===== config.mk =====
export PLATFORM = sky130hd
export DESIGN_NAME = led_breathing_heartbeat_controller
export DESIGN_NICKNAME = d
export VERILOG_FILES = /design/src/design/lbhc_pkg.sv /design/src/design/led_breathing_heartbeat_controller.sv /design/src/design/lbhc_cfg.sv /design/src/design/lbhc_step.sv
export VERILOG_INCLUDE_DIRS = /design/src /design/src/design
export SDC_FILE = /design/constraint.sdc
export NUM_CORES = 1
export LEC_CHECK = 0
export ABC_AREA = 1
export BUFFER_PORTS_ARGS = -buffer_cell sky130_fd_sc_hd__buf_2
export CORE_UTILIZATION = 42
export CTS_BUF_LIST = sky130_fd_sc_hd__clkbuf_16
export DETAILED_ROUTE_END_ITERATION = 6
export SETUP_SLACK_MARGIN = 0.5
export SLEW_MARGIN = 20
export SYNTH_ARGS = -nofsm -noshare
export SYNTH_HDL_FRONTEND = slang
export SYNTH_SLANG_ARGS = --single-unit
export TNS_END_PERCENT = 20

===== constraint.sdc =====
create_clock -name clk_i -period 5.7 [get_ports clk_i]
set_input_delay 0.57 -clock clk_i [delete_from_list [all_inputs] [get_ports clk_i]]
set_output_delay 0.57 -clock clk_i [all_outputs]
set_load 0.005 [all_outputs]

===== src/design/led_breathing_heartbeat_controller_macros.svh =====
// ---------------------------------------------------------------------------
// LED breathing / heartbeat controller assertion macros
// Shared concurrent assertion forms, clocked on clk_i, quiet during reset.
// ---------------------------------------------------------------------------
`ifndef LED_BREATHING_HEARTBEAT_CONTROLLER_MACROS_SVH
`define LED_BREATHING_HEARTBEAT_CONTROLLER_MACROS_SVH

// Plain property that must hold at every clock edge out of reset
`define LBHC_ASSERT(lbl, prop) \
  lbl: assert property (@(posedge clk_i) disable iff (!rst_ni) (prop)) \
    else $error("lbhc assertion failed");

// Implication: when the antecedent holds, the consequent holds in the same cycle
`define LBHC_ASSERT_IMP(lbl, ante, cons) \
  lbl: assert property (@(posedge clk_i) disable iff (!rst_ni) (ante) |-> (cons)) \
    else $error("lbhc implication failed");

`endif


===== src/design/lbhc_pkg.sv =====
// ---------------------------------------------------------------------------
// LED breathing / heartbeat controller package
// Shared types, register indexes, breathing state codes and the duty curve.
// ---------------------------------------------------------------------------
`default_nettype none

package lbhc_pkg;

  localparam int unsigned CfgIdxW  = 2;
  localparam int unsigned CfgDataW = 16;
  localparam int unsigned InDataW  = 40;
  localparam int unsigned OutDataW = 24;

  // Configuration register indexes
  typedef enum logic [CfgIdxW-1:0] {
    REG_HB_INTERVAL   = 2'd0,
    REG_STEP_INTERVAL = 2'd1,
    REG_LOW_LEVEL     = 2'd2,
    REG_HIGH_LEVEL    = 2'd3
  } cfg_reg_e;

  // Breathing machine states
  typedef enum logic [2:0] {
    BR_IDLE          = 3'd0,
    BR_DARKEN        = 3'd1,
    BR_BRIGHTEN      = 3'd2,
    BR_WAIT_DARKEN   = 3'd3,
    BR_WAIT_BRIGHTEN = 3'd4
  } breath_state_e;

  typedef struct packed {
    logic [15:0] heartbeat_interval;
    logic [7:0]  breath_step_interval;
    logic [7:0]  breath_low_level;
    logic [7:0]  breath_high_level;
  } cfg_t;

  typedef struct packed {
    logic        force_request;
    logic        alt_runtime_active;
    logic        handshake_active;
    logic        shutdown_done;
    logic        inhibited;
    logic        save_done;
    logic [31:0] now_ms;
  } item_t;

  typedef struct packed {
    logic [9:0] pwm_duty;
    logic [7:0] led_level;
    logic       update_valid;
  } res_t;

  localparam logic [15:0] HbIntervalRst   = 16'd250;
  localparam logic [7:0]  StepIntervalRst = 8'd4;
  localparam logic [7:0]  LowLevelRst     = 8'h80;
  localparam logic [7:0]  HighLevelRst    = 8'hff;

  localparam logic [9:0] DutyCurve [64] = '{
    10'd0,   10'd1,   10'd1,   10'd2,   10'd2,   10'd2,   10'd2,   10'd2,
    10'd3,   10'd3,   10'd3,   10'd4,   10'd4,   10'd5,   10'd5,   10'd6,
    10'd6,   10'd7,   10'd8,   10'd9,   10'd10,  10'd11,  10'd12,  10'd13,
    10'd15,  10'd17,  10'd19,  10'd21,  10'd23,  10'd26,  10'd29,  10'd32,
    10'd36,  10'd40,  10'd44,  10'd49,  10'd55,  10'd61,  10'd68,  10'd76,
    10'd85,  10'd94,  10'd105, 10'd117, 10'd131, 10'd146, 10'd162, 10'd181,
    10'd202, 10'd225, 10'd250, 10'd279, 10'd311, 10'd346, 10'd386, 10'd430,
    10'd479, 10'd534, 10'd595, 10'd663, 10'd739, 10'd824, 10'd918, 10'd1023
  };

  // Look up the perceptual duty for the upper six bits of a level
  function automatic logic [9:0] duty_lookup(input logic [5:0] idx);
    return DutyCurve[idx];
  endfunction

  // Wrap-safe strict deadline test: now - deadline is positive as a signed word
  function automatic logic time_after(input logic [31:0] now, input logic [31:0] deadline);
    logic [31:0] diff;
    diff = now - deadline;
    return (diff != 32'd0) && !diff[31];
  endfunction

endpackage

`default_nettype wire


===== src/design/led_breathing_heartbeat_controller.sv =====
// ---------------------------------------------------------------------------
// LED breathing / heartbeat controller
// Turns service pass words into LED pattern and PWM duty result words.
// ---------------------------------------------------------------------------
// Usage:
//   s_axis carries one service pass per word: now_ms and six request flags.
//   m_axis returns exactly one result word per pass: update_valid, led_level
//   and pwm_duty (level and duty are zero when update_valid is low).
//   cfg_* writes the four registers; it is always ready and is to be used
//   only while no pass is in flight.
// Pipeline: an accepted pass sits in the input register, is worked out and
//   lands in the output register once that register is free or being
//   emptied: two register stages.
// Throughput: one word per cycle while the output is not stalled, set by the
//   single combinational pass from the input register to the result register.
// Stall: while m_axis_tready is low and a result waits, the input register
//   holds its word; s_axis_tready drops only when both registers are full.
// Reset: registers return to their default values, the heartbeat and the
//   breathing machine return to idle and both channels are empty.
// ---------------------------------------------------------------------------
`default_nettype none

`include "led_breathing_heartbeat_controller_macros.svh"

module led_breathing_heartbeat_controller (
  input  wire logic                          clk_i,
  input  wire logic                          rst_ni,
  // Pass words
  input  wire logic                          s_axis_tvalid,
  output logic                               s_axis_tready,
  // [31:0] now_ms, [32] save_done, [33] inhibited, [34] shutdown_done,
  // [35] handshake_active, [36] alt_runtime_active, [37] force_request
  input  wire logic [lbhc_pkg::InDataW-1:0]  s_axis_tdata,
  // Result words
  output logic                               m_axis_tvalid,
  input  wire logic                          m_axis_tready,
  // [0] update_valid, [8:1] led_level, [18:9] pwm_duty
  output logic [lbhc_pkg::OutDataW-1:0]      m_axis_tdata,
  // Register writes
  input  wire logic                          cfg_valid_i,
  output logic                               cfg_ready_o,
  input  wire logic [lbhc_pkg::CfgIdxW-1:0]  cfg_index_i,
  input  wire logic [lbhc_pkg::CfgDataW-1:0] cfg_data_i
);
  import lbhc_pkg::*;

  logic  in_valid_q, in_valid_d;
  item_t in_item_q;
  logic  out_valid_q, out_valid_d;
  res_t  out_res_q;
  logic  advance, in_accept;
  cfg_t  cfg;
  res_t  res;

  lbhc_cfg u_cfg (
    .clk_i       (clk_i),
    .rst_ni      (rst_ni),
    .cfg_valid_i (cfg_valid_i),
    .cfg_ready_o (cfg_ready_o),
    .cfg_index_i (cfg_index_i),
    .cfg_data_i  (cfg_data_i),
    .cfg_o       (cfg)
  );

  lbhc_step u_step (
    .clk_i     (clk_i),
    .rst_ni    (rst_ni),
    .advance_i (advance),
    .item_i    (in_item_q),
    .cfg_i     (cfg),
    .res_o     (res)
  );

  // Advance when the result register is free or being emptied
  assign advance       = in_valid_q && (!out_valid_q || m_axis_tready);
  assign s_axis_tready = !in_valid_q || advance;
  assign in_accept     = s_axis_tvalid && s_axis_tready;
  assign in_valid_d    = in_accept || (in_valid_q && !advance);
  assign out_valid_d   = advance || (out_valid_q && !m_axis_tready);

  // Control flags
  always_ff @(posedge clk_i or negedge rst_ni) begin
    if (!rst_ni) begin
      in_valid_q  <= 1'b0;
      out_valid_q <= 1'b0;
    end else begin
      in_valid_q  <= in_valid_d;
      out_valid_q <= out_valid_d;
    end
  end

  // Capture the pass word and the result word
  always_ff @(posedge clk_i) begin
    if (in_accept) in_item_q <= item_t'(s_axis_tdata[$bits(item_t)-1:0]);
    if (advance)   out_res_q <= res;
  end

  assign m_axis_tvalid = out_valid_q;
  assign m_axis_tdata  = {{(OutDataW - $bits(res_t)){1'b0}}, out_res_q};

  `LBHC_ASSERT_IMP(a_out_from_pass, $rose(out_valid_q), $past(in_valid_q))
  `LBHC_ASSERT_IMP(a_stall_cause, !s_axis_tready,
                   in_valid_q && out_valid_q && !m_axis_tready)
  `LBHC_ASSERT_IMP(a_no_update_zero, out_valid_q && !out_res_q.update_valid,
                   out_res_q.led_level == 8'd0 && out_res_q.pwm_duty == 10'd0)

endmodule

`default_nettype wire


===== src/design/lbhc_cfg.sv =====
// ---------------------------------------------------------------------------
// Configuration register file
// Holds the four timing and level registers, written one word at a time.
// ---------------------------------------------------------------------------
`default_nettype none

module lbhc_cfg (
  input  wire logic                          clk_i,
  input  wire logic                          rst_ni,
  input  wire logic                          cfg_valid_i,
  output logic                               cfg_ready_o,
  input  wire logic [lbhc_pkg::CfgIdxW-1:0]  cfg_index_i,
  input  wire logic [lbhc_pkg::CfgDataW-1:0] cfg_data_i,
  output lbhc_pkg::cfg_t                     cfg_o
);
  import lbhc_pkg::*;

  cfg_t cfg_q, cfg_d;

  // Always able to take a word
  assign cfg_ready_o = 1'b1;

  // Decode the index and merge the written word
  always_comb begin
    cfg_d = cfg_q;
    if (cfg_valid_i) begin
      unique case (cfg_reg_e'(cfg_index_i))
        REG_HB_INTERVAL:   cfg_d.heartbeat_interval   = cfg_data_i;
        REG_STEP_INTERVAL: cfg_d.breath_step_interval = cfg_data_i[7:0];
        REG_LOW_LEVEL:     cfg_d.breath_low_level     = cfg_data_i[7:0];
        REG_HIGH_LEVEL:    cfg_d.breath_high_level    = cfg_data_i[7:0];
        default:           cfg_d = cfg_q;
      endcase
    end
  end

  always_ff @(posedge clk_i or negedge rst_ni) begin
    if (!rst_ni) begin
      cfg_q.heartbeat_interval   <= HbIntervalRst;
      cfg_q.breath_step_interval <= StepIntervalRst;
      cfg_q.breath_low_level     <= LowLevelRst;
      cfg_q.breath_high_level    <= HighLevelRst;
    end else begin
      cfg_q <= cfg_d;
    end
  end

  assign cfg_o = cfg_q;

endmodule

`default_nettype wire


===== src/design/lbhc_step.sv =====
// ---------------------------------------------------------------------------
// Service pass logic
// Priority selection, heartbeat and breathing machines, and the duty lookup.
// ---------------------------------------------------------------------------
`default_nettype none

`include "led_breathing_heartbeat_controller_macros.svh"

module lbhc_step (
  input  wire logic            clk_i,
  input  wire logic            rst_ni,
  input  wire logic            advance_i,
  input  wire lbhc_pkg::item_t item_i,
  input  wire lbhc_pkg::cfg_t  cfg_i,
  output lbhc_pkg::res_t       res_o
);
  import lbhc_pkg::*;

  logic          normal_started_q, normal_started_d;
  logic          transition_on_q, transition_on_d;
  breath_state_e breath_state_q, breath_state_d;
  logic [7:0]    breath_level_q, breath_level_d;
  logic [31:0]   breath_deadline_q, breath_deadline_d;
  logic          beat_waiting_q, beat_waiting_d;
  logic [7:0]    beat_level_q, beat_level_d;
  logic [31:0]   beat_deadline_q, beat_deadline_d;

  breath_state_e st;
  logic [7:0]    lvl;
  logic [31:0]   step_deadline;
  logic          beat_due, breath_due, breath_req;
  res_t          res;

  assign step_deadline = item_i.now_ms + 32'(cfg_i.breath_step_interval);
  assign beat_due      = time_after(item_i.now_ms, beat_deadline_q);
  assign breath_due    = time_after(item_i.now_ms, breath_deadline_q);
  assign breath_req    = item_i.handshake_active | item_i.alt_runtime_active |
                         item_i.force_request | transition_on_q;

  // Work out one pass: next state and the result word
  always_comb begin
    normal_started_d  = normal_started_q;
    transition_on_d   = transition_on_q;
    breath_state_d    = breath_state_q;
    breath_level_d    = breath_level_q;
    breath_deadline_d = breath_deadline_q;
    beat_waiting_d    = beat_waiting_q;
    beat_level_d      = beat_level_q;
    beat_deadline_d   = beat_deadline_q;
    res               = '0;
    st                = breath_state_q;
    lvl               = breath_level_q;

    if (item_i.save_done) begin
      res.update_valid = 1'b1;
    end else if (item_i.inhibited) begin
      // Heartbeat: toggle then wait for the deadline to pass
      if (!beat_waiting_q) begin
        res.update_valid = 1'b1;
        res.led_level    = beat_level_q;
        beat_level_d     = ~beat_level_q;
        beat_deadline_d  = item_i.now_ms + 32'(cfg_i.heartbeat_interval);
        beat_waiting_d   = 1'b1;
      end else if (beat_due) begin
        beat_waiting_d = 1'b0;
      end
    end else if (item_i.shutdown_done) begin
      res.update_valid = 1'b1;
    end else if (!normal_started_q) begin
      normal_started_d = 1'b1;
      res.update_valid = 1'b1;
      res.led_level    = cfg_i.breath_high_level;
    end else if (breath_req) begin
      transition_on_d = 1'b1;
      // Idle loads the high level and falls straight into darkening
      if (st == BR_IDLE) begin
        lvl = cfg_i.breath_high_level;
        st  = BR_DARKEN;
      end
      breath_level_d = lvl;
      breath_state_d = st;
      unique case (st)
        BR_DARKEN: begin
          res.update_valid = 1'b1;
          if (lvl != cfg_i.breath_low_level) begin
            breath_level_d    = (lvl > cfg_i.breath_low_level) ? lvl - 8'd1 : lvl + 8'd1;
            breath_deadline_d = step_deadline;
            breath_state_d    = BR_WAIT_DARKEN;
          end else begin
            breath_state_d = BR_BRIGHTEN;
          end
          res.led_level = breath_level_d;
        end
        BR_BRIGHTEN: begin
          res.update_valid = 1'b1;
          if (lvl != cfg_i.breath_high_level) begin
            breath_level_d    = (lvl > cfg_i.breath_high_level) ? lvl - 8'd1 : lvl + 8'd1;
            breath_deadline_d = step_deadline;
            breath_state_d    = BR_WAIT_BRIGHTEN;
          end else if (!item_i.handshake_active && !item_i.alt_runtime_active) begin
            transition_on_d = 1'b0;
            breath_state_d  = BR_IDLE;
          end else begin
            breath_state_d = BR_DARKEN;
          end
          res.led_level = breath_level_d;
        end
        BR_WAIT_DARKEN: begin
          if (breath_due) breath_state_d = BR_DARKEN;
        end
        BR_WAIT_BRIGHTEN: begin
          if (breath_due) breath_state_d = BR_BRIGHTEN;
        end
        default: begin
          breath_state_d = st;
        end
      endcase
    end

    res.pwm_duty = res.update_valid ? duty_lookup(res.led_level[7:2]) : 10'd0;
  end

  // Commit the pass when the word moves on
  always_ff @(posedge clk_i or negedge rst_ni) begin
    if (!rst_ni) begin
      normal_started_q  <= 1'b0;
      transition_on_q   <= 1'b0;
      breath_state_q    <= BR_IDLE;
      breath_level_q    <= 8'd0;
      breath_deadline_q <= 32'd0;
      beat_waiting_q    <= 1'b0;
      beat_level_q      <= 8'd0;
      beat_deadline_q   <= 32'd0;
    end else if (advance_i) begin
      normal_started_q  <= normal_started_d;
      transition_on_q   <= transition_on_d;
      breath_state_q    <= breath_state_d;
      breath_level_q    <= breath_level_d;
      breath_deadline_q <= breath_deadline_d;
      beat_waiting_q    <= beat_waiting_d;
      beat_level_q      <= beat_level_d;
      beat_deadline_q   <= beat_deadline_d;
    end
  end

  assign res_o = res;

  `LBHC_ASSERT(a_beat_level_rails, beat_level_q == 8'h00 || beat_level_q == 8'hff)
  `LBHC_ASSERT_IMP(a_idle_when_off, !transition_on_q, breath_state_q == BR_IDLE)
  `LBHC_ASSERT_IMP(a_started_sticks, $past(normal_started_q), normal_started_q)

endmodule

`default_nettype wire

Word level (Yosys, flattened, before mapping). Memories as Yosys holds them, arrays and structs flattened. A register that Yosys moved wholly into a read port is not among the register bits. Cells that the tools add are included. Widths: inputs -> output; s select.

Shift-type cells: 0. Bitwise gates (word level): 9. Divide/modulo/power cells: 0. Order comparisons: 2. Equal/unequal tests: 11. Reduce and logical (&&, ||, !) cells: 34. Mux-type cells: 40. Add/subtract/negate cells: 6. Multiply operators: 0.

Operators by type and width (count): $mux 8 (12); $mux 32 (2); $pmux 32 s2 (1); $reduce_bool 32->1 (2); $sub 32x32->32 (2); $mux 9 (4); $add 32x16->32 (1); $add 32x8->32 (1); $mux 3 (9); $pmux 9 s2 (1); $gt 8x8->1 (2); $ne 8x8->1 (2); $pmux 8 s2 (1); $pmux 3 s4 (1); $logic_not 1->1 (9); $mux 1 (9); $reduce_and 9->1 (1); $add 8x1->8 const B (1); $not 8->8 (1); $reduce_and 2->1 (4); $reduce_and 4->1 (2); $sub 8x1->8 const B (1); $logic_and 1x1->1 (7); $not 6->7 (1); 14 further kinds (25).

Output and inout bits: 27. Logic and storage cells: 127. Memories kept: 1. ROM bits: 640. Register bits: 175. Input bits: 63. Bits in latches: 0. Memory bits (writable): 0.

Memories: (no name shown) (words 64, width 10, read ports 1, clocked after memory_dff 1, write ports 0, line lbhc_pkg.sv:72) `return DutyCurve[idx];`.

Logic depth before layout (Yosys ltp). Gate-level depths: netlist of run 1.

Word-level depth: 18. Gate-level depth with buffers: 35. Depth with buffers taken out: 34.

Modules after synthesis. Synthesis of run 1 repeated with hierarchy kept, for this count alone.

Cells, all modules: 1920. Area, all modules: 14298.7 um^2.

Modules (own cells, without submodules): lbhc_step (area an instance 10722.8 um^2, cells an instance 1665, sequential area each 2152.1 um^2, instances 1); led_breathing_heartbeat_controller (area an instance 1848.0 um^2, cells an instance 75, sequential area each 1761.7 um^2, instances 1); lbhc_cfg (area an instance 1727.9 um^2, cells an instance 180, sequential area each 1021.0 um^2, instances 1).

Worst setup path after synthesis of run 1. Ideal clock, no wire load.

Kind: register to register. Start point: reg u_step.breath_state_q[2]. End point: reg, netlist name m_axis_tdata[9]. Period minus slack after synthesis: 3903 ps. Buffers on the path: 1. Required time: 5447 ps. Stages on the path, launching flop included: 35. Setup time: 253 ps. Arrival: 3650 ps. Slack: 1797 ps. Cell sequence: dfrtp_1 nor2_4 nand2_4 buf_6 nand2_1 o21ai_0 ha_1 nand2_1 inv_1 nand2_1 nor4_1 inv_1 nor2_1 inv_1 nand2_2 nand2_1 nand2_1 clkinv_1 nand2_1 nand2_1 nand2_1 a21oi_2 inv_2 nand2_1 inv_1 ha_1 inv_1 nand4_1 nand2_1 inv_1 nand2_1 nand2_1 nand2_1 nand2_1 nor2_1.

RTL lines: from (decl) (line lbhc_step.sv:21) `breath_state_e breath_state_q, breath_state_d;`; from (signal assigned) (line lbhc_step.sv:137) `breath_state_q <= breath_state_d;`.

==> results.md, run 1 <==
- Outcome: completed
- I/O Pins: 90
- Synth Instances: 1926
- Category of the worst setup path launch point: flop
- ANT cells: 0
- Vias per cell: 5.20
- Final core occ: approximately 47%
- Leakage power: 7.63 nW
- Root buffer selected by CTS: clkbuf_16
- Worst setup EP type: flop
- Total CTS buffers: 17
- Starting DRC count in detailed routing: 1066
- Port Buffers: 81
- Slew Limit Fails: 0
- Core area: 0.0334 sq mm
- Fraction of registers with async set/reset: between 60% and 70%
- Fin crit share: about 83%
- Min Hold Slack: 0.0741 ns
- Clk slew on worst S/H paths: 0.07 ns
- CTS tree: built
- Clock buffer depth: 2
- Worst endpoint data arrival time: 4.96 ns
- Max-cap viol count: 0
- Die ar.: ~0.035 sq mm
- Top cell type's share of synthesized area: 19.7%
- Post-synth top area cell: dfrtp_1
- DRC: 0
- Post-Syn Area: ~0.014 sq mm
- Via count: 12800
- Total negative slack: 0 ns
- Maximum vdd drop: 0.257 mV
- Final GP Congestion: 0.925
- H-tree Lvls: 4
- Per-cell routed wire length: 16.0 um
- Synth cell types: 52
- Minimum clock period: 4.75 ns
- Final-stage net count: roughly 2200
- Hold Path Class: in -> async
- List of most frequent post-synthesis cells: nand2_1 (480), inv_1 (274), o21ai_0 (158), nor2_1 (146), a21oi_1 (128)
- Fmax: 210 MHz
- Setup CP Type: reg -> reg
- Final Hold Fails: 0
- Largest stage delay, worst path: approximately 0.47 ns
- Top FF cell, synth: dfrtp_1
- Slew HR: between 30% and 40%
- CP Max Fanout: 15
- Worst path slowest cell: dfrtp_1
- GRT Util Overall: between 20% and 30%
- Most common cell in the synthesized netlist: nand2_1
- FF+latch count, synth: 185
- Sequential area share after synthesis: 34.7%
- Layout cell share with drive strength beyond 1: 9.57%
- RSZ-0062 raised after global routing: no
- CTS sink count: 185
- P per Cell Area: 497 mW/mm^2
- Final WS setup: about 0.95 ns
- # setup viols final: 0
- Row cnt: 67
- Post-synth EDFFs: 57
- Die height: 186 um
- Worst Max-Slew Pin Slew: 1.03 ns
- Largest net degree at the start of global routing: 74
- Total wire length: 39500 um
- Number of global-route vias before repair: 11900
- Initial antenna violation count: 0
- Post-CTS Setup Bufs: 0
- Synth area leaders: dfrtp_1 (20%), nand2_1 (13%), edfxtp_1 (12%)
- Syn_area_per_cell: 7.38 sq um
- DPL Wire Length: 30700 um
- Die width: around 190 um
- CP dominant cell by count: nand2_1
- Total power: 7.78 mW
- Antenna-violating nets left: 0
- Global-route wire length before repair: roughly 63000 um
- Clock Latency Late Sink: roughly 0.45 ns
- Synthesis-to-finish area growth: 10.2%
- DR pass1 iterations: 6
- Total grt overflow: 0
- Post-Place Worst Slack: 0.742 ns
- CP required: 5.91 ns
- Initial Util: 42.5%
- Yosys warnings: 0
- Layout Skew: 0.00935 ns
## layout make-up
class / count / area [sq um]
well taps: 448 / 561
flip-flops and latches: 185 / 4930
clock inverters: 13 / 92.6
multi-input cells: 1425 / 8060
repair buffers: 89 / 472
clock buffers: 19 / 475
fillers: 3436 / 17800
inverters: 286 / 1080
## critical path: cells and delay by family (launching register included)
kind,cells,cell delay [ns]
simple gates,20,2.39
buf+inv,9,1.08
flops,1,0.47
fa+ha+maj,2,0.46
compound gates,1,0.10
## sequential cells by signal (all words and copies together), names as in the netlist
name and flops:
u_cfg.cfg_o 40, in_item_q 38, u_step.beat_deadline_q 32, u_step.breath_deadline_q 32
m_axis_tdata 19, u_step.beat_level_q 8, u_step.breath_level_q 8, u_step.breath_state_q 3
in_valid_q 1, m_axis_tvalid 1, u_step.beat_waiting_q 1, u_step.normal_started_q 1
u_step.transition_on_q 1
## cell families (layout without fill, tap and decap cells)
family,Yosys count,count (layout),share of synthesized area [%]
mux,8,8,0.634
xor+xnor,110,110,6.78
compound gates,379,379,14.8
buf+inv,320,407,8.90
flops,185,185,34.7
simple gates,806,806,23.8
other cells,2,6,0.0528
fa+ha+maj,116,116,10.4
## per-stage QoR
stage	area, sq um	std cells
CTS	15700	2465
global route	15700	2465
detailed placement	15100	2433
floorplan	14200	1930
global placement	15100	2433
finish	15700	2465
## layout by cell type, fill, tap and decap left out, drive strengths merged, types with 29 or more instances in the layout
master | Yosys | routed
a21oi | 130 | 130
dfrtp | 112 | 112
inv | 283 | 286
edfxtp | 57 | 57
xor2 | 74 | 74
ha | 112 | 112
nor3 | 29 | 29
o21ai | 172 | 172
nand2 | 496 | 496
nor2 | 150 | 150
xnor2 | 36 | 36
buf | 16 | 89
nand3 | 99 | 99
## layer usage
metal	GRT usage, %	vias up	wire length, um
li1	-	6481	-
met1	34.7	5951	19900
met2	35.5	337	17000
met3	3.37	44	1900
met4	6.98	0	763
met5	0	-	0
## report_power, final
part           internal, mW  total [mW]  leakage [nW]  switching, mW
logic                  1.64        4.60          5.30           2.97
registers              1.79        2.02          2.05          0.234
clock network         0.611        1.16         0.272          0.550
total                  4.03        7.78          7.63           3.75
## final timing paths
kind	start	to	slack [ns]	cells past startpoint
max	u_step.breath_state_q[2]$_DFFE_PN0P_	m_axis_tdata[9]$_SDFFCE_PP0P_	0.95	32
min reg2reg	u_step.beat_level_q[7]$_DFFE_PN0P_	u_step.beat_level_q[7]$_DFFE_PN0P_	0.47	1
max reg2reg	u_step.breath_state_q[2]$_DFFE_PN0P_	m_axis_tdata[9]$_SDFFCE_PP0P_	0.95	32
min	rst_ni	m_axis_tvalid$_DFF_PN0_	0.07	1
max in group asynchronous	rst_ni	u_step.breath_level_q[0]$_DFFE_PN0P_	4.21	2
min in group clk_i	s_axis_tdata[21]	in_item_q[21]$_DFFE_PP_	0.29	1
## timing repair
item	4_1_cts	5_1_grt
endpoints found under the setup margin	0	10
hold buffers	0	0
gates resized for setup	0	4
Note: power is estimated with default switching activity, not from simulation.
==> run 2, diff against run 1 <==
==> constraint.sdc (replaced) <==
create_clock -name clk_i -period 4.86 [get_ports clk_i]
set_input_delay 0.486 -clock clk_i [delete_from_list [all_inputs] [get_ports clk_i]]
set_output_delay 0.486 -clock clk_i [all_outputs]
set_load 0.005 [all_outputs]
==> run 2 against run 1 <==
Sequential power up 17%; register-to-register slack worse by 0.18 ns; highest routed layer unchanged; largest power group unchanged; worst setup slack worse by 0.18 ns; fmax up 16%; final cell count grew 0.93%; largest cell class unchanged.
==> results.md, run 2 (synthesis results as in run 1) <==
- Category of the worst setup path launch point: flop
- Most frequent cells in the layout: nand2_1 (476), inv_1 (272), o21ai_0 (158)
- Initial Util: 42.5%
- Final GP Congestion: 0.931
- Worst endpoint data arrival time: 4.30 ns
- Most common cell after layout, fill and taps aside: nand2_1
- Final cell count without fillers: 2488
- ANT cells: 0
- Worst R2R End: m_axis_tdata[13]$_SDFFCE_PP0P_
- Synthesis-to-finish area growth: 12.5%
- P per Cell Area: 590 mW/mm^2
- Root buffer selected by CTS: clkbuf_16
- CP required: 5.06 ns
- Number of global-route vias before repair: 12000
- Total grt overflow: 0
- Total negative slack: 0 ns
- Leakage power: 7.76 nW
- CP dominant cell by count: nand2_1
- CTS tree: built
- CP top delay family: simple AND/OR/NAND/NOR gates
- Min Hold Slack: ~0.16 ns
- Layout cell share with drive strength beyond 1: 11.1%
- Starting DRC count in detailed routing: roughly 1100
- Outcome: completed
- I/O Pins: 90
- Placed cells: 2447
- Seq pwr share: 25.1%
- Total wire length: 40400 um
- DPL Wire Length: 31300 um
- Die ar.: 0.0346 sq mm
- Reg2reg start: u_step.breath_state_q[2]$_DFFE_PN0P_
- Worst Max-Slew Pin Slew: about 0.98 ns
- CP Max Fanout: 8
- GRT Util Overall: approximately 24%
- R2R cell count: 28
- Max-cap viol count: 0
- Combinational Power Share: 60.1%
- Switching power total: approximately 4.5 mW
- DR pass1 iterations: 5
- Port Buffers: 81
- WP buf/inv: 7
- # setup viols final: 0
- Initial antenna violation count: 0
- Largest net degree at the start of global routing: 102
- Per-cell routed wire length: 16.2 um
- CTS sink count: 185
- Die height: 186 um
- Worst setup EP type: flop
- Global-route wire length before repair: 64400 um
- Area of the multi-input gates: 0.00819 sq mm
- Largest register FFs: 40
- DRC: 0
- Minimum clock period: 4.09 ns
- Die width: about 190 um
- Slew Limit Fails: 0
- Vias per cell: 5.17
- Slew HR: 34.3%
- Antenna-violating nets left: 0
- Clk slew on worst S/H paths: 0.07 ns
- Core area: 0.0334 sq mm
- RSZ-0062 raised after global routing: yes
- Design area: 0.0160 sq mm
- Clock power share: 14.8%
- Largest stage delay, worst path: 0.44 ns
- Reg2reg setup slack: approximately 0.77 ns
- Hold Path Class: in -> async
- Row cnt: 67
- Fin crit share: 84.2%
- Post-Place Cell Area: 0.0152 sq mm
- Final Hold Fails: 0
- Maximum vdd drop: 0.336 mV
- H-tree Lvls: 4
- Final-stage net count: ~2200
- Switching Fraction: about 48%
- Setup CP Type: reg -> reg
- Clock buffer depth: 2
- FILL cells: 3414
- Pint: roughly 5 mW
- Via count: 12900
- Fmax: 244 MHz
- FF+latch area: 0.00494 sq mm
- Clock Latency Late Sink: 0.46 ns
- Total CTS buffers: 17
- Layout Skew: around 0.01 ns
- Worst path slowest cell: dfrtp_2
[run 2: repair_timing]
action	4_1_cts	5_1_grt
gates resized for setup	8	25
hold buffers	0	0
setup buffers	1	8
pin swaps	1	7
setup endpoints to repair	9	11
[run 2: cell type report]
| cell class | count | area share, % |
|---|---|---|
| well taps | 448 | 3.50 |
| clock inverters | 15 | 0.938 |
| clock buffers | 17 | 2.66 |
| flip-flops and latches | 185 | 30.9 |
| repair buffers | 112 | 4.05 |
| multi-input cells | 1425 | 51.2 |
| inverters | 286 | 6.78 |
[run 2: worst max-delay path by stage]
stage	from	to	slack, ns	depth (start not counted)
after global routing	u_step.breath_state_q[2]$_DFFE_PN0P_	m_axis_tdata[9]$_SDFFCE_PP0P_	0.45	34
after CTS	u_step.breath_state_q[2]$_DFFE_PN0P_	m_axis_tdata[13]$_SDFFCE_PP0P_	0.51	31
after detailed placement	u_step.breath_state_q[2]$_DFFE_PN0P_	m_axis_tdata[10]$_SDFFCE_PP0P_	0.24	28
after global placement	u_step.breath_state_q[2]$_DFFE_PN0P_	m_axis_tdata[10]$_SDFFCE_PP0P_	0.30	28
final	u_step.breath_state_q[2]$_DFFE_PN0P_	m_axis_tdata[13]$_SDFFCE_PP0P_	0.77	28
after floorplan	u_step.breath_state_q[2]$_DFFE_PN0P_	m_axis_tdata[9]$_SDFFCE_PP0P_	0.96	34
[run 2: routing by layer]
metal	GRT usage [%]	routed length (um)	vias up	share of wire (%)
met5	0	0	-	0
met4	6.13	557	0	1.4
met3	4.19	2000	38	4.9
met2	37.6	17700	309	44
met1	34.8	20100	5983	50
li1	-	-	6543	-
[run 2: power by group through the flow]
stage | clock [mW] | sequential (mW) | combinational, mW
finish | 1.40 | 2.37 | 5.68
global route | 1.48 | 2.42 | 6.44
CTS | 1.43 | 2.37 | 5.50
floorplan | 0 | 2.30 | 4.09
detailed placement | 0 | 2.39 | 5.42
global placement | 0 | 2.39 | 5.33
[run 2: through the flow]
step | power, mW | util (%) | setup WS [ns]
final | 9.44 | 47.8 | 0.766
after floorplan | 6.40 | - | 0.957
after global routing | 10.3 | 47.8 | 0.447
after CTS | 9.30 | 47.3 | 0.511
after global placement | 7.72 | 45.4 | 0.298
after detailed placement | 7.82 | 45.4 | 0.238
==> run 3, diff against run 2 <==
==> constraint.sdc (replaced) <==
create_clock -name clk_i -period 3.85 [get_ports clk_i]
set_input_delay 0.385 -clock clk_i [delete_from_list [all_inputs] [get_ports clk_i]]
set_output_delay 0.385 -clock clk_i [all_outputs]
set_load 0.005 [all_outputs]
==> run 3 against run 2 <==
The run now ends with negative setup slack left; clock skew about the same; global-route usage is 0.80 points higher; fmax is 4.0% higher; design area increased by 11%; critical path depth up 5; register-to-register slack worse by 0.85 ns; die area did not move.
==> results.md, run 3 (synthesis results as in run 1) <==
- Post-Place Cell Area: 0.0160 sq mm
- CP top delay family: simple AND/OR/NAND/NOR gates
- Fin crit share: 102%
- H-tree Lvls: 4
- Largest register FFs: 40
- Worst Max-Slew Pin Slew: 0.882 ns
- Minimum clock period: roughly 3.9 ns
- Initial Util: 42.5%
- Most common cell after layout, fill and taps aside: nand2_1
- Min Hold Slack: 0.0142 ns
- Die width: 186 um
- Final GP Congestion: about 0.94
- Most frequent cells in the layout: nand2_1 (446), inv_1 (260), buf_4 (139)
- Final WS setup: -0.0885 ns
- Number of global-route vias before repair: 12900
- Starting DRC count in detailed routing: 1039
- Setup CP Type: reg -> reg
- Outcome: complete, but fails checks
- Total CTS buffers: 17
- RSZ-0062 raised after global routing: yes
- CTS tree: built
- Die height: 186 um
- Slew Limit Fails: 0
- Worst setup EP type: flop
- CTS sink count: 185
- Total grt overflow: 0
- Design area: 0.0177 sq mm
- GRT Util Overall: 25.1%
- Max-cap viol count: 0
- Final core occ: roughly 53%
- WP buf/inv: 10
- Worst endpoint data arrival time: 4.15 ns
- CP dominant cell by count: nand2_2
- Final-stage net count: about 2300
- Core area: 0.0334 sq mm
- Leakage power: 8.53 nW
- Global-route wire length before repair: 66600 um
- I/O Pins: 90
- Clock Latency Late Sink: 0.46 ns
- Category of the worst setup path launch point: flop
- Failing checks: negative setup slack
- Port Buffers: 81
- Via count: about 13000
- Layout cell share with drive strength beyond 1: between 20% and 30%
- DRC: 0
- Placed cells: 2550
- Root buffer selected by CTS: clkbuf_16
- CP Max Fanout: 6
- Die ar.: 0.0346 sq mm
- Antenna-violating nets left: 0
- Clk slew on worst S/H paths: 0.07 ns
- Largest net degree at the start of global routing: 80
- CP required: 4.06 ns
- Hold Path Class: in -> async
- Worst path slowest cell: dfrtp_2
- Largest stage delay, worst path: ~0.42 ns
- DPL Wire Length: 32300 um
- Layout Skew: 0.0101 ns
- Total wire length: 42200 um
- # setup viols final: 6
- Row cnt: 67
- Slew HR: 41.2%
- ANT cells: 0
- Initial antenna violation count: 0
- Clock buffer depth: 2
- DR pass1 iterations: 7
- Final Hold Fails: 0
- Vias per cell: roughly 5
- Fmax: between 200 and 300 MHz
- Final cell count without fillers: 2618
- Per-cell routed wire length: 16.1 um
- Maximum vdd drop: 0.413 mV
- P per Cell Area: 758 mW/mm^2
- Synthesis-to-finish area growth: 24.5%
## run 3: changes by cell type in the layout (fill, tap and decap cells not counted), sizes merged
| cell | previous run | this run |
|---|---|---|
| inv | 288 | 285 |
| nand2 | 496 | 497 |
| bufinv | 2 | 3 |
| clkinvlp | 5 | 3 |
| buf | 112 | 241 |
| clkinv | 6 | 10 |
## run 3: what timing repair did
| item | in CTS | in global routing |
|---|---|---|
| pin swaps | 18 | 61 |
| gates cloned | 1 | 0 |
| endpoints found under the setup margin | 33 | 46 |
| resized for setup | 56 | 158 |
| hold buffers | 0 | 0 |
| buffers inserted | 23 | 12 |
## run 3: worst reg2reg max path: cells and delay by family (launching register included)
family,cells,cell delay [ns]
AOI/OAI and AO/OA,5,0.69
adders and majority gates,2,0.43
buffers and inverters,10,0.86
DFF,1,0.42
and+or+nand+nor,16,1.30
## run 3: final timing paths
path | from | end | slack (ns) | depth (start not counted)
setup reg to reg | u_step.breath_state_q[2]$_DFFE_PN0P_ | m_axis_tdata[10]$_SDFFCE_PP0P_ | -0.09 | 33
setup / recovery | u_step.breath_state_q[2]$_DFFE_PN0P_ | m_axis_tdata[10]$_SDFFCE_PP0P_ | -0.09 | 33
max in group asynchronous | rst_ni | u_cfg.cfg_o[30]$_DFFE_PN1P_ | 2.92 | 2
hold reg to reg | u_step.beat_level_q[7]$_DFFE_PN0P_ | u_step.beat_level_q[7]$_DFFE_PN0P_ | 0.47 | 1
min in group clk_i | s_axis_tdata[3] | in_item_q[3]$_DFFE_PP_ | 0.10 | 1
hold / removal | rst_ni | m_axis_tvalid$_DFF_PN0_ | 0.01 | 1
## run 3: power breakdown
part	total, mW	switching [mW]	internal, mW
combinational	8.64	5.06	3.58
sequential	2.98	0.333	2.65
clock	1.81	0.800	1.01
total	13.4	6.19	7.23
## run 3: metal layers
layer | routed length [um] | share of wire [%] | GRT usage, % | vias to the layer above
met2 | 18500 | 44 | 38.5 | 348
met3 | 2170 | 5.1 | 4.50 | 63
met5 | 0 | 0 | 0 | -
met1 | 20500 | 49 | 35.2 | 6210
met4 | 970 | 2.3 | 8.66 | 0
li1 | - | - | - | 6793
## run 3: area by class of cell
| cell class | instances | area (sq um) |
|---|---|---|
| Multi-Input combinational cell | 1426 | 8780 |
| Tap cell | 448 | 561 |
| Inverter | 286 | 1120 |
| Clock inverter | 15 | 159 |
| Clock buffer | 17 | 425 |
| Fill cell | 3279 | 15700 |
| Timing Repair Buffer | 241 | 1720 |
| Sequential cell | 185 | 4940 |
## run 3: per-stage QoR
step / setup TNS, ns / setup WS, ns / total power [mW]
finish: -0.347 / -0.0885 / 13.4
global route: -2.97 / -0.394 / 14.6
CTS: 0 / 0.0920 / 12.9
detailed placement: -0.401 / -0.0830 / 10.5
global placement: -0.0964 / -0.0424 / 10.4
floorplan: 0 / 0.162 / 8.13
